**src/agf_pkg.sv**
```systemverilog
// ----------------------------------------------------------------------------
// agf_pkg
// Shared codes and state types for the aggregating FIFO.
// ----------------------------------------------------------------------------
`default_nettype none

package agf_pkg;

  // request actions
  localparam logic ACT_PUSH = 1'b0;
  localparam logic ACT_POP  = 1'b1;

  // result status codes
  localparam logic [1:0] STS_DONE       = 2'd0;
  localparam logic [1:0] STS_POP_EMPTY  = 2'd1;
  localparam logic [1:0] STS_PUSH_FULL  = 2'd2;

  // configuration register indexes
  localparam logic CFG_GCD_EN = 1'b0;
  localparam logic CFG_LCM_EN = 1'b1;

  typedef enum logic [3:0] {
    S_IDLE, S_PCOMB, S_XRD, S_XRDW, S_XCOMB, S_POP, S_FRDW, S_REPORT, S_RCOMB, S_OUT
  } top_state_t;

  typedef enum logic [2:0] {
    C_IDLE, C_GCD, C_GCDW, C_QDIV, C_MDIV, C_MUL, C_DONE
  } comb_state_t;

endpackage

`default_nettype wire

```
**src/agf_divider.sv**
```systemverilog
// ----------------------------------------------------------------------------
// agf_divider
// Restoring divider, one quotient bit per cycle.
// ----------------------------------------------------------------------------
`default_nettype none

module agf_divider #(
  parameter int W = 32
) (
  input  wire logic         clk,
  input  wire logic         rst_n,
  input  wire logic         start,
  input  wire logic [W-1:0] dividend,
  input  wire logic [W-1:0] divisor,
  output logic              done,
  output logic [W-1:0]      quotient,
  output logic [W-1:0]      remainder
);

  localparam int CNT_W = $clog2(W + 1);

  logic [W-1:0]     quo_r, quo_nxt, rem_r, rem_nxt, dvs_r, dvs_nxt;
  logic [CNT_W-1:0] cnt_r, cnt_nxt;
  logic             done_r, done_nxt;
  logic [W:0]       trial;

  always_comb begin
    trial    = {rem_r, quo_r[W-1]};
    quo_nxt  = quo_r;
    rem_nxt  = rem_r;
    dvs_nxt  = dvs_r;
    cnt_nxt  = cnt_r;
    done_nxt = 1'b0;
    if (start) begin
      quo_nxt = dividend;
      rem_nxt = '0;
      dvs_nxt = divisor;
      cnt_nxt = CNT_W'(W);
    end else if (cnt_r != '0) begin
      if (trial >= {1'b0, dvs_r}) begin
        rem_nxt = W'(trial - {1'b0, dvs_r});
        quo_nxt = {quo_r[W-2:0], 1'b1};
      end else begin
        rem_nxt = trial[W-1:0];
        quo_nxt = {quo_r[W-2:0], 1'b0};
      end
      cnt_nxt = cnt_r - CNT_W'(1);
      if (cnt_r == CNT_W'(1)) done_nxt = 1'b1;
    end
  end

  always_ff @(posedge clk) begin
    if (!rst_n) begin
      cnt_r  <= '0;
      done_r <= 1'b0;
    end else begin
      cnt_r  <= cnt_nxt;
      done_r <= done_nxt;
    end
    quo_r <= quo_nxt;
    rem_r <= rem_nxt;
    dvs_r <= dvs_nxt;
  end

  assign done      = done_r;
  assign quotient  = quo_r;
  assign remainder = rem_r;

endmodule

`default_nettype wire

```
**src/agf_combine.sv**
```systemverilog
// ----------------------------------------------------------------------------
// agf_combine
// Merges two aggregates; GCD by Euclid and LCM through the shared divider.
// ----------------------------------------------------------------------------
`default_nettype none

module agf_combine #(
  parameter int W = 32
) (
  input  wire logic             clk,
  input  wire logic             rst_n,
  input  wire logic             start,
  input  wire logic [6*W:0]     x_i,
  input  wire logic [6*W:0]     y_i,
  output logic                  done,
  output logic [6*W:0]          r_o
);

  typedef struct packed {
    logic [W-1:0] mn, mx, orv, andv, g, l;
    logic         ls;
  } agg_t;

  localparam logic [W-1:0] MAXW = '1;

  agf_pkg::comb_state_t st_r, st_nxt;
  agg_t         x_r, x_nxt, y_r, y_nxt, res_r, res_nxt, xi, yi;
  logic [W-1:0] a_r, a_nxt, b_r, b_nxt, q_r, q_nxt;
  logic [W-1:0] acc_r, acc_nxt, mc_r, mc_nxt, mp_r, mp_nxt;
  logic         ph_r, ph_nxt;
  logic         div_start, div_done;
  logic [W-1:0] div_dvd, div_dvs, div_quo, div_rem;

  agf_divider #(.W(W)) u_div (
    .clk(clk), .rst_n(rst_n), .start(div_start), .dividend(div_dvd),
    .divisor(div_dvs), .done(div_done), .quotient(div_quo), .remainder(div_rem)
  );

  always_ff @(posedge clk) begin
    if (!rst_n) st_r <= agf_pkg::C_IDLE;
    else        st_r <= st_nxt;
  end

  always_comb begin
    xi = agg_t'(x_i);
    yi = agg_t'(y_i);
    st_nxt = st_r;
    x_nxt = x_r; y_nxt = y_r; res_nxt = res_r;
    a_nxt = a_r; b_nxt = b_r; q_nxt = q_r; ph_nxt = ph_r;
    acc_nxt = acc_r; mc_nxt = mc_r; mp_nxt = mp_r;
    div_start = 1'b0;
    div_dvd = a_r;
    div_dvs = b_r;
    unique case (st_r)
      agf_pkg::C_IDLE: begin
        if (start) begin
          x_nxt = xi;
          y_nxt = yi;
          res_nxt = '0;
          res_nxt.mn   = (xi.mn < yi.mn) ? xi.mn : yi.mn;
          res_nxt.mx   = (xi.mx > yi.mx) ? xi.mx : yi.mx;
          res_nxt.orv  = xi.orv | yi.orv;
          res_nxt.andv = xi.andv & yi.andv;
          a_nxt = xi.g;
          b_nxt = yi.g;
          ph_nxt = 1'b0;
          st_nxt = agf_pkg::C_GCD;
        end
      end
      agf_pkg::C_GCD: begin
        if (b_r == '0) begin
          if (!ph_r) begin
            res_nxt.g = a_r;
            if ((!x_r.ls && x_r.l == '0) || (!y_r.ls && y_r.l == '0)) begin
              res_nxt.l  = '0;
              res_nxt.ls = 1'b0;
              st_nxt = agf_pkg::C_DONE;
            end else if (x_r.ls || y_r.ls) begin
              res_nxt.l  = MAXW;
              res_nxt.ls = 1'b1;
              st_nxt = agf_pkg::C_DONE;
            end else begin
              a_nxt = x_r.l;
              b_nxt = y_r.l;
              ph_nxt = 1'b1;
            end
          end else begin
            // q = x.l / gcd(x.l, y.l)
            div_start = 1'b1;
            div_dvd = x_r.l;
            div_dvs = a_r;
            st_nxt = agf_pkg::C_QDIV;
          end
        end else begin
          div_start = 1'b1;
          st_nxt = agf_pkg::C_GCDW;
        end
      end
      agf_pkg::C_GCDW: begin
        if (div_done) begin
          a_nxt = b_r;
          b_nxt = div_rem;
          st_nxt = agf_pkg::C_GCD;
        end
      end
      agf_pkg::C_QDIV: begin
        if (div_done) begin
          q_nxt = div_quo;
          div_start = 1'b1;
          div_dvd = MAXW;
          div_dvs = y_r.l;
          st_nxt = agf_pkg::C_MDIV;
        end
      end
      agf_pkg::C_MDIV: begin
        if (div_done) begin
          if (q_r > div_quo) begin
            res_nxt.l  = MAXW;
            res_nxt.ls = 1'b1;
            st_nxt = agf_pkg::C_DONE;
          end else begin
            acc_nxt = '0;
            mc_nxt = y_r.l;
            mp_nxt = q_r;
            st_nxt = agf_pkg::C_MUL;
          end
        end
      end
      agf_pkg::C_MUL: begin
        // shift-add; product is known to fit the word
        if (mp_r == '0) begin
          res_nxt.l  = acc_r;
          res_nxt.ls = 1'b0;
          st_nxt = agf_pkg::C_DONE;
        end else begin
          if (mp_r[0]) acc_nxt = acc_r + mc_r;
          mc_nxt = {mc_r[W-2:0], 1'b0};
          mp_nxt = {1'b0, mp_r[W-1:1]};
        end
      end
      agf_pkg::C_DONE: st_nxt = agf_pkg::C_IDLE;
      default: st_nxt = agf_pkg::C_IDLE;
    endcase
  end

  always_ff @(posedge clk) begin
    x_r <= x_nxt; y_r <= y_nxt; res_r <= res_nxt;
    a_r <= a_nxt; b_r <= b_nxt; q_r <= q_nxt; ph_r <= ph_nxt;
    acc_r <= acc_nxt; mc_r <= mc_nxt; mp_r <= mp_nxt;
  end

  assign done = (st_r == agf_pkg::C_DONE);
  assign r_o  = res_r;

endmodule

`default_nettype wire

```
**config.mk**
```make
export PLATFORM = sky130hd
export DESIGN_NAME = agf_combine
export DESIGN_NICKNAME = d
export VERILOG_FILES = /design/src/agf_pkg.sv /design/src/agf_divider.sv /design/src/agf_combine.sv
export SDC_FILE = /design/constraint.sdc
export NUM_CORES = 1
export LEC_CHECK = 0
export ABC_CLOCK_PERIOD_IN_PS = 19150
export BUFFER_PORTS_ARGS = -buffer_cell sky130_fd_sc_hd__buf_2
export CAP_MARGIN = 10
export CELL_PAD_IN_SITES_DETAIL_PLACEMENT = 0
export CELL_PAD_IN_SITES_GLOBAL_PLACEMENT = 1
export CORE_ASPECT_RATIO = 1.1
export CORE_MARGIN = 2
export CORE_UTILIZATION = 35
export DETAILED_ROUTE_END_ITERATION = 6
export GPL_TIMING_DRIVEN = 1
export HOLD_SLACK_MARGIN = 0.12
export PLACE_DENSITY = 0.7
export SYNTH_ARGS = -nofsm -noshare
export SYNTH_HDL_FRONTEND = slang
export SYNTH_SLANG_ARGS = --single-unit
```
**constraint.sdc**
```tcl
create_clock -name clk -period 19.15 [get_ports clk]
set_input_delay 2.8725 -clock clk [delete_from_list [all_inputs] [get_ports clk]]
set_output_delay 2.8725 -clock clk [all_outputs]
set_load 0.1 [all_outputs]
```
==> impl_metrics.yaml, run 1 <==
route:
  firstDrtPassIters: 7
  wirelength_mm: 94.8
  postRouteAntennaNets: 0
  viasPerCell: 5.26
  drt_iter0_drc: 2207
  wl_per_cell_um: 22.5
  vias: 22200
  drc: 46
floorplanning:
  rows: 109
  dieArea_sq_um: 83300
  boundaryPins: 583
  die_width_um: 275
  die_h_um: 303
  initial_utilization_pct: 35.3
  fp.coreArea_sq_um: 80300
setup_path:
  r2r-start: "b_r[7]"
  rrSetupSlack_ps: 14420
  arrival_ps: 2720
  ff2ff_path_depth: 9
  startpoint: "st_r[1]"
  r2r_end: "u_div.quotient[9]"
  path_class: "reg2out"
  cp-end-kind: "output pin"
  cp_max_fo: 44
  crit_required_ps: 16280
  start_kind: "flop"
finish:
  nets: 3652
  final_cells: 4217
  multi_input_area_sq_um: 11000
  drive_gt1_share_pct: 26.8
  final_area_sq_um: 34700
  nFillCells: 7668
  ff_latch_area_sq_um: 16300
  area.growth.synth_to_final_pct: 22.3
  utilization_pct: 43.2
grt:
  grt_max_degree: 94
  grt_pass1_wl_mm: 137
  antenna_found_initial: 23
  grt_pass1_vias: 22000
  gr-total-overflow: 0
  track_usage_pct: 22.0
run_status:
  violations: "DRC"
  outcome: "complete, but fails checks"
power:
  p_per_area_nw_per_um2: 183
  peakVddDrop_mv: 0.151
  leakagePower_nw: 15.0
synthesis:
  synth_edf_count: 516
  yosys_warnings: 0
  syn_avg_cell_area_sq_um: 11.2
  synth_seq_area_share_pct: 57.6
  netlist_area_sq_um: 28400
  synthFlopType: "edfxtp_1"
  ys_seq_elements: 558
  async_flop_share_pct: 0
  synth_cell_types: 69
  synthCells: 2535
  syn-num-nets: 3087
timing:
  fmax_mhz: 179
  hold_violations: 0
  maxSlewHeadroom_pct: 18.2
  final.period_utilization_pct: 29.2
  slew_viol_final: 0
  fin_ws_ps: 13560
  worst_pin_slew_ps: 1220
  clock-skew-final_ps: 40.1
  rsz0062_at_grt: "false"
  layout_min_cycle_time_ps: 5590
  setup-tns-final_ps: 0
  setup_viol: 0
place:
  placed_cell_area_sq_um: 32500
  dp_slack_ps: 13000
  gp_congestion: 0.921
  io_buffers: 582
  dpl.hpwl_mm: 72.9
  placedCellCount: 4091
worst_hold_path:
  hold_class: "reg2reg"
  hold_path_end: "q_r[22]"
  worstHoldPathCells: 0
  worstHoldStart: "u_div.quotient[22]"
clocking:
  clock_tree.buffer_depth: 3
  postCtsSetupBuffers: 0
  htreeDepth: 2
  path_clk_slew_ps: 70
  cts_sinks: 558
  hold_buffers: 0
  tritoncts: "built"
  insertion_delay_ps: 670
  cts-resized-gates: 0
  root_buffer: "clkbuf_16"
  cts_buffers: 61
job:
  maxCapViolCount: 0
-- critical path, stage by stage (launching register included) --
cell,delay [ps]
dfxtp_1,320
buf_4,440
inv_1,80
buf_4,280
nor3_1,400
buf_2,520
-- where the power goes --
group	switching, mW	total, mW	internal (mW)
clock network	0.520	1.27	0.748
logic	2.18	2.89	0.710
registers	0.284	2.18	1.90
total	2.99	6.34	3.36
-- metal layers --
layer  track usage (%)  routed length (um)  up-vias
met4              9.27                4280        6
met3              4.95                7520      184
met1              26.4               36300    10600
met2              37.9               46700      914
li1                  -                   -    10500
met5                 0                  37        -
-- area by class of cell --
class                           count  area share, %
Clock inverter                     45           1.65
Antenna cell                       10         0.0721
Tap cell                         1054           3.80
Sequential cell                   558           47.1
Inverter                          184           1.99
Timing Repair Buffer              615           9.11
Multi-Input combinational cell   1680           31.8
Clock buffer                       71           4.51
-- cells by family after synthesis --
| kind of cell | after synthesis | synth area share, % |
|---|---|---|
| and+or+nand+nor | 823 | 13.3 |
| AOI/OAI and AO/OA | 569 | 13.4 |
| DFF | 558 | 57.6 |
| buffers and inverters | 297 | 3.97 |
| adders and majority gates | 163 | 7.25 |
| muxes | 72 | 2.83 |
| xor gates and xnor gates | 53 | 1.64 |
-- cell usage in the layout, fill, tap and decap left out, drive strengths merged, types with 5 or more instances in the layout --
cell	count
bufinv	12
a222oi	31
o21a	9
ha	161
clkinv	27
a211o	5
nor4	37
clkbuf	71
o211ai	5
nor3	26
or2	35
and2	42
o21bai	7
dfxtp	42
a21boi	7
inv	186
nand2b	14
mux2	66
buf	615
a21oi	142
diode	10
xor2	24
o31ai	7
or3	7
nand2	379
nand4	38
a22oi	66
a21o	86
o221ai	33
nand3	19
mux2i	6
edfxtp	516
nor2	162
and3	40
o21ai	128
xnor2	29
a211oi	12
nor2b	11
-- flip-flops by register name, indices dropped and copies added (netlist names), 32 cells and up --
signal	flops
mc_r	32
r_o	193
u_div.remainder	32
mp_r	32
b_r	32
a_r	32
u_div.dvs_r	32
x_r	33
acc_r	32
y_r	33
u_div.quotient	32
q_r	32
-- per-stage QoR --
step | hold WS (ps) | total power, mW
global route | 456 | 6.66
CTS | 447 | 6.37
floorplan | 426 | 4.36
finish | 447 | 6.34
detailed placement | 432 | 5.09
global placement | 428 | 5.05
-- Yosys cell counts, drive strengths merged (3+ instances only) --
| cell | count | share of area [%] |
|---|---|---|
| nor3b | 3 | 0.079 |
| a21oi | 142 | 2.6 |
| and2 | 42 | 0.93 |
| a221oi | 4 | 0.12 |
| nand2b | 14 | 0.31 |
| a311oi | 3 | 0.11 |
| xnor2 | 29 | 0.90 |
| a31oi | 4 | 0.088 |
| o221ai | 33 | 1.0 |
| nand3 | 19 | 0.34 |
| or3 | 7 | 0.15 |
| or4 | 3 | 0.079 |
| ha | 161 | 7.1 |
| nor2b | 11 | 0.27 |
| nand2 | 379 | 5.0 |
| and3 | 40 | 0.90 |
| o21a | 9 | 0.24 |
| edfxtp | 516 | 55 |
| a21o | 86 | 2.3 |
| mux2i | 6 | 0.21 |
| buf | 22 | 0.33 |
| mux2 | 66 | 2.6 |
| o21bai | 7 | 0.19 |
| a211oi | 12 | 0.32 |
| nor2 | 162 | 2.1 |
| xor2 | 24 | 0.74 |
| o31ai | 7 | 0.19 |
| nand4 | 38 | 0.84 |
| a21boi | 7 | 0.19 |
| a211o | 5 | 0.15 |
| o21ai | 128 | 2.3 |
| clkbuf | 91 | 1.2 |
| a22oi | 66 | 1.7 |
| inv | 184 | 2.4 |
| nor4 | 37 | 0.82 |
| o211a | 4 | 0.14 |
| a222oi | 31 | 1.1 |
| dfxtp | 42 | 3.0 |
| o211ai | 5 | 0.13 |
| or2 | 35 | 0.77 |
| nor3 | 26 | 0.46 |
-- worst max path at each step --
stage / end / cells past startpoint
after floorplan: r_o[33] / 4
after global placement: r_o[165] / 13
after detailed placement: r_o[185] / 13
after CTS: done / 5
after global routing: done / 5
final: done / 5
Note: power is estimated with default switching activity, not from simulation.
==> inputs of run 2 (changes only) <==
--- a/config.mk
+++ b/config.mk
@@ -5,7 +5,8 @@
 export SDC_FILE = /design/constraint.sdc
 export NUM_CORES = 1
 export LEC_CHECK = 0
-export ABC_CLOCK_PERIOD_IN_PS = 19150
+export ABC_AREA = 1
+export ABC_CLOCK_PERIOD_IN_PS = 4900
 export BUFFER_PORTS_ARGS = -buffer_cell sky130_fd_sc_hd__buf_2
 export CAP_MARGIN = 10
 export CELL_PAD_IN_SITES_DETAIL_PLACEMENT = 0
@@ -16,7 +17,7 @@
 export DETAILED_ROUTE_END_ITERATION = 6
 export GPL_TIMING_DRIVEN = 1
 export HOLD_SLACK_MARGIN = 0.12
-export PLACE_DENSITY = 0.7
+export PLACE_DENSITY = 0.71
 export SYNTH_ARGS = -nofsm -noshare
 export SYNTH_HDL_FRONTEND = slang
 export SYNTH_SLANG_ARGS = --single-unit
==> constraint.sdc (replaced) <==
create_clock -name clk -period 4.9 [get_ports clk]
set_input_delay 0.735 -clock clk [delete_from_list [all_inputs] [get_ports clk]]
set_output_delay 0.735 -clock clk [all_outputs]
set_load 0.1 [all_outputs]
==> run 2 against run 1 <==
  * The flow now finishes without violations
  * Global-route usage rose by 3.6 points
  * Synthesized cell count increased by 32%
  * Flip-flop and latch count unchanged
  * Critical path depth down 2
  * Largest cell class unchanged
==> impl_metrics.yaml, run 2 <==
grt:
  grt_pass1_wl_mm: 167
  antenna_found_initial: 59
  grt_max_degree: 81
  gr-total-overflow: 0
  track_usage_pct: 25.6
  grt_pass1_vias: 25600
worst_hold_path:
  hold_class: "in2reg"
  worstHoldStart: "y_i[6]"
timing:
  clock-skew-final_ps: 34.7
  setup-tns-final_ps: 0
  setup_viol: 0
  final.period_utilization_pct: 65.9
  maxSlewHeadroom_pct: 17.5
  hold_ws_ps: 286
  fin_ws_ps: 1670
  layout_min_cycle_time_ps: 3230
  slew_viol_final: 0
  fmax_mhz: 309
  rsz0062_at_grt: "false"
  worst_pin_slew_ps: 1240
  hold_violations: 0
finish:
  nets: 4461
  final_common_cell: "nand2_1"
  area.growth.synth_to_final_pct: 20.9
  drive_gt1_share_pct: 19.9
  largest_reg_flops: 193
  layout_common_cells: "nand2_1 (835), buf_2 (582), edfxtp_1 (516)"
floorplanning:
  initial_utilization_pct: 35.2
  fp.coreArea_sq_um: 86100
  die_h_um: 312
  rows: 113
  boundaryPins: 583
  die_width_um: 284
  dieArea_sq_um: 88900
synthesis:
  synthCells: 3342
  async_flop_share_pct: 0
  yosys_warnings: 0
  synth_edf_count: 516
  syn_avg_cell_area_sq_um: 9.06
  ys_top_cells_by_area: "edfxtp_1 (51%), nand2_1 (10%), ha_1 (6.7%), inv_1 (6.3%), nand3_1 (3.5%)"
  synth_cell_types: 45
  synth_top_area_share_pct: 51.2
  yosysTopAreaCell: "edfxtp_1"
  synthFlopType: "edfxtp_1"
  yosysMostFrequentCell: "nand2_1"
  netlist_area_sq_um: 30300
  synth_seq_area_share_pct: 53.9
  synthTopCellsByCount: "nand2_1 (837), edfxtp_1 (516), inv_1 (511), nand3_1 (214), nor2_1 (205)"
  syn-num-nets: 3894
  ys_seq_elements: 558
clocking:
  tritoncts: "built"
  root_buffer: "clkbuf_16"
  postCtsSetupBuffers: 0
  cts-resized-gates: 0
  path_clk_slew_ps: 60
  htreeDepth: 3
  hold_buffers: 0
  cts_buffers: 66
  cts_sinks: 558
  insertion_delay_ps: 630
  clock_tree.buffer_depth: 3
run_status:
  outcome: "completed"
setup_path:
  start_kind: "flop"
  r2r-start: "st_r[1]"
  cp_max_fo: 18
  startpoint: "st_r[1]"
  cp-end-kind: "output pin"
  arrival_ps: 2500
  crit_required_ps: 4160
  path_class: "reg2out"
job:
  maxCapViolCount: 0
route:
  drc: 0
  wl_per_cell_um: 22.7
  firstDrtPassIters: 5
  wirelength_mm: 116
  drt_iter0_drc: 2204
  postRouteAntennaNets: 0
  vias: 26100
  viasPerCell: 5.07
place:
  dpl.hpwl_mm: 91.3
  dp_slack_ps: 1760
  io_buffers: 582
  gp_congestion: 0.963
power:
  p_per_area_nw_per_um2: 751
  leakagePower_nw: 16.9
  peakVddDrop_mv: 0.338
==> run 2: cell type report <==
class / count / area [sq um]
sequential: 558 / 16300
clock inverter: 38 / 307
fill: 8591 / 49500
tap: 1150 / 1440
antenna: 28 / 70.1
multi-input combinational: 2140 / 11500
clock buffer: 83 / 1780
inverter: 523 / 1970
timing repair buffer: 620 / 3250
==> run 2: path summary, 6_finish.rpt <==
kind | endpoint | slack, ps | cells past startpoint
hold reg to reg | q_r[27] | 430 | 0
setup / recovery | done | 1670 | 3
setup reg to reg | u_div.quotient[3] | 1700 | 10
hold / removal | y_r[6] | 290 | 1
==> run 2: power breakdown <==
part / internal [mW] / switching, mW / total, mW
combinational: 3.23 / 10.7 / 13.9
sequential: 7.72 / 0.979 / 8.70
clock: 2.76 / 2.11 / 4.87
total: 13.7 / 13.8 / 27.5
==> run 2: through the flow <==
step           utilization, %  instances  power, mW  instance area (sq um)
2_1_floorplan               -       3342       18.8                  30300
5_1_grt                  42.5       5130       29.1                  36600
6_report                 42.5       5140       27.5                  36600
3_5_place_dp             40.0       4991       22.6                  34500
3_3_place_gp             40.0       4991       22.6                  34500
4_1_cts                  42.4       5112       27.6                  36500
==> run 2: metal layers <==
metal	track usage [%]	vias to the layer above	routed length, um
met3	6.15	255	8960
li1	-	12500	-
met1	29.5	12200	44100
met4	12.4	20	6150
met2	44.4	1117	57100
met5	0	-	122
==> run 2: cell families (layout without fill, tap and decap cells) <==
| logic type | Yosys count | after routing | synth area share, % |
|---|---|---|---|
| AND/OR/NAND/NOR | 1384 | 1384 | 19.2 |
| buffers and inverters | 644 | 1264 | 8.33 |
| AO/OA/AOI/OAI | 574 | 574 | 11.2 |
| flip-flops | 558 | 558 | 53.9 |
| adder cells (fa/ha/maj) | 163 | 163 | 6.78 |
| XOR/XNOR | 19 | 19 | 0.550 |
| other | 0 | 28 | 0 |
==> run 2: worst max-delay path, stage by stage, from the launching register on <==
cell and delay [ps]:
dfxtp_1 740, inv_2 140, nor3_1 470, buf_2 540
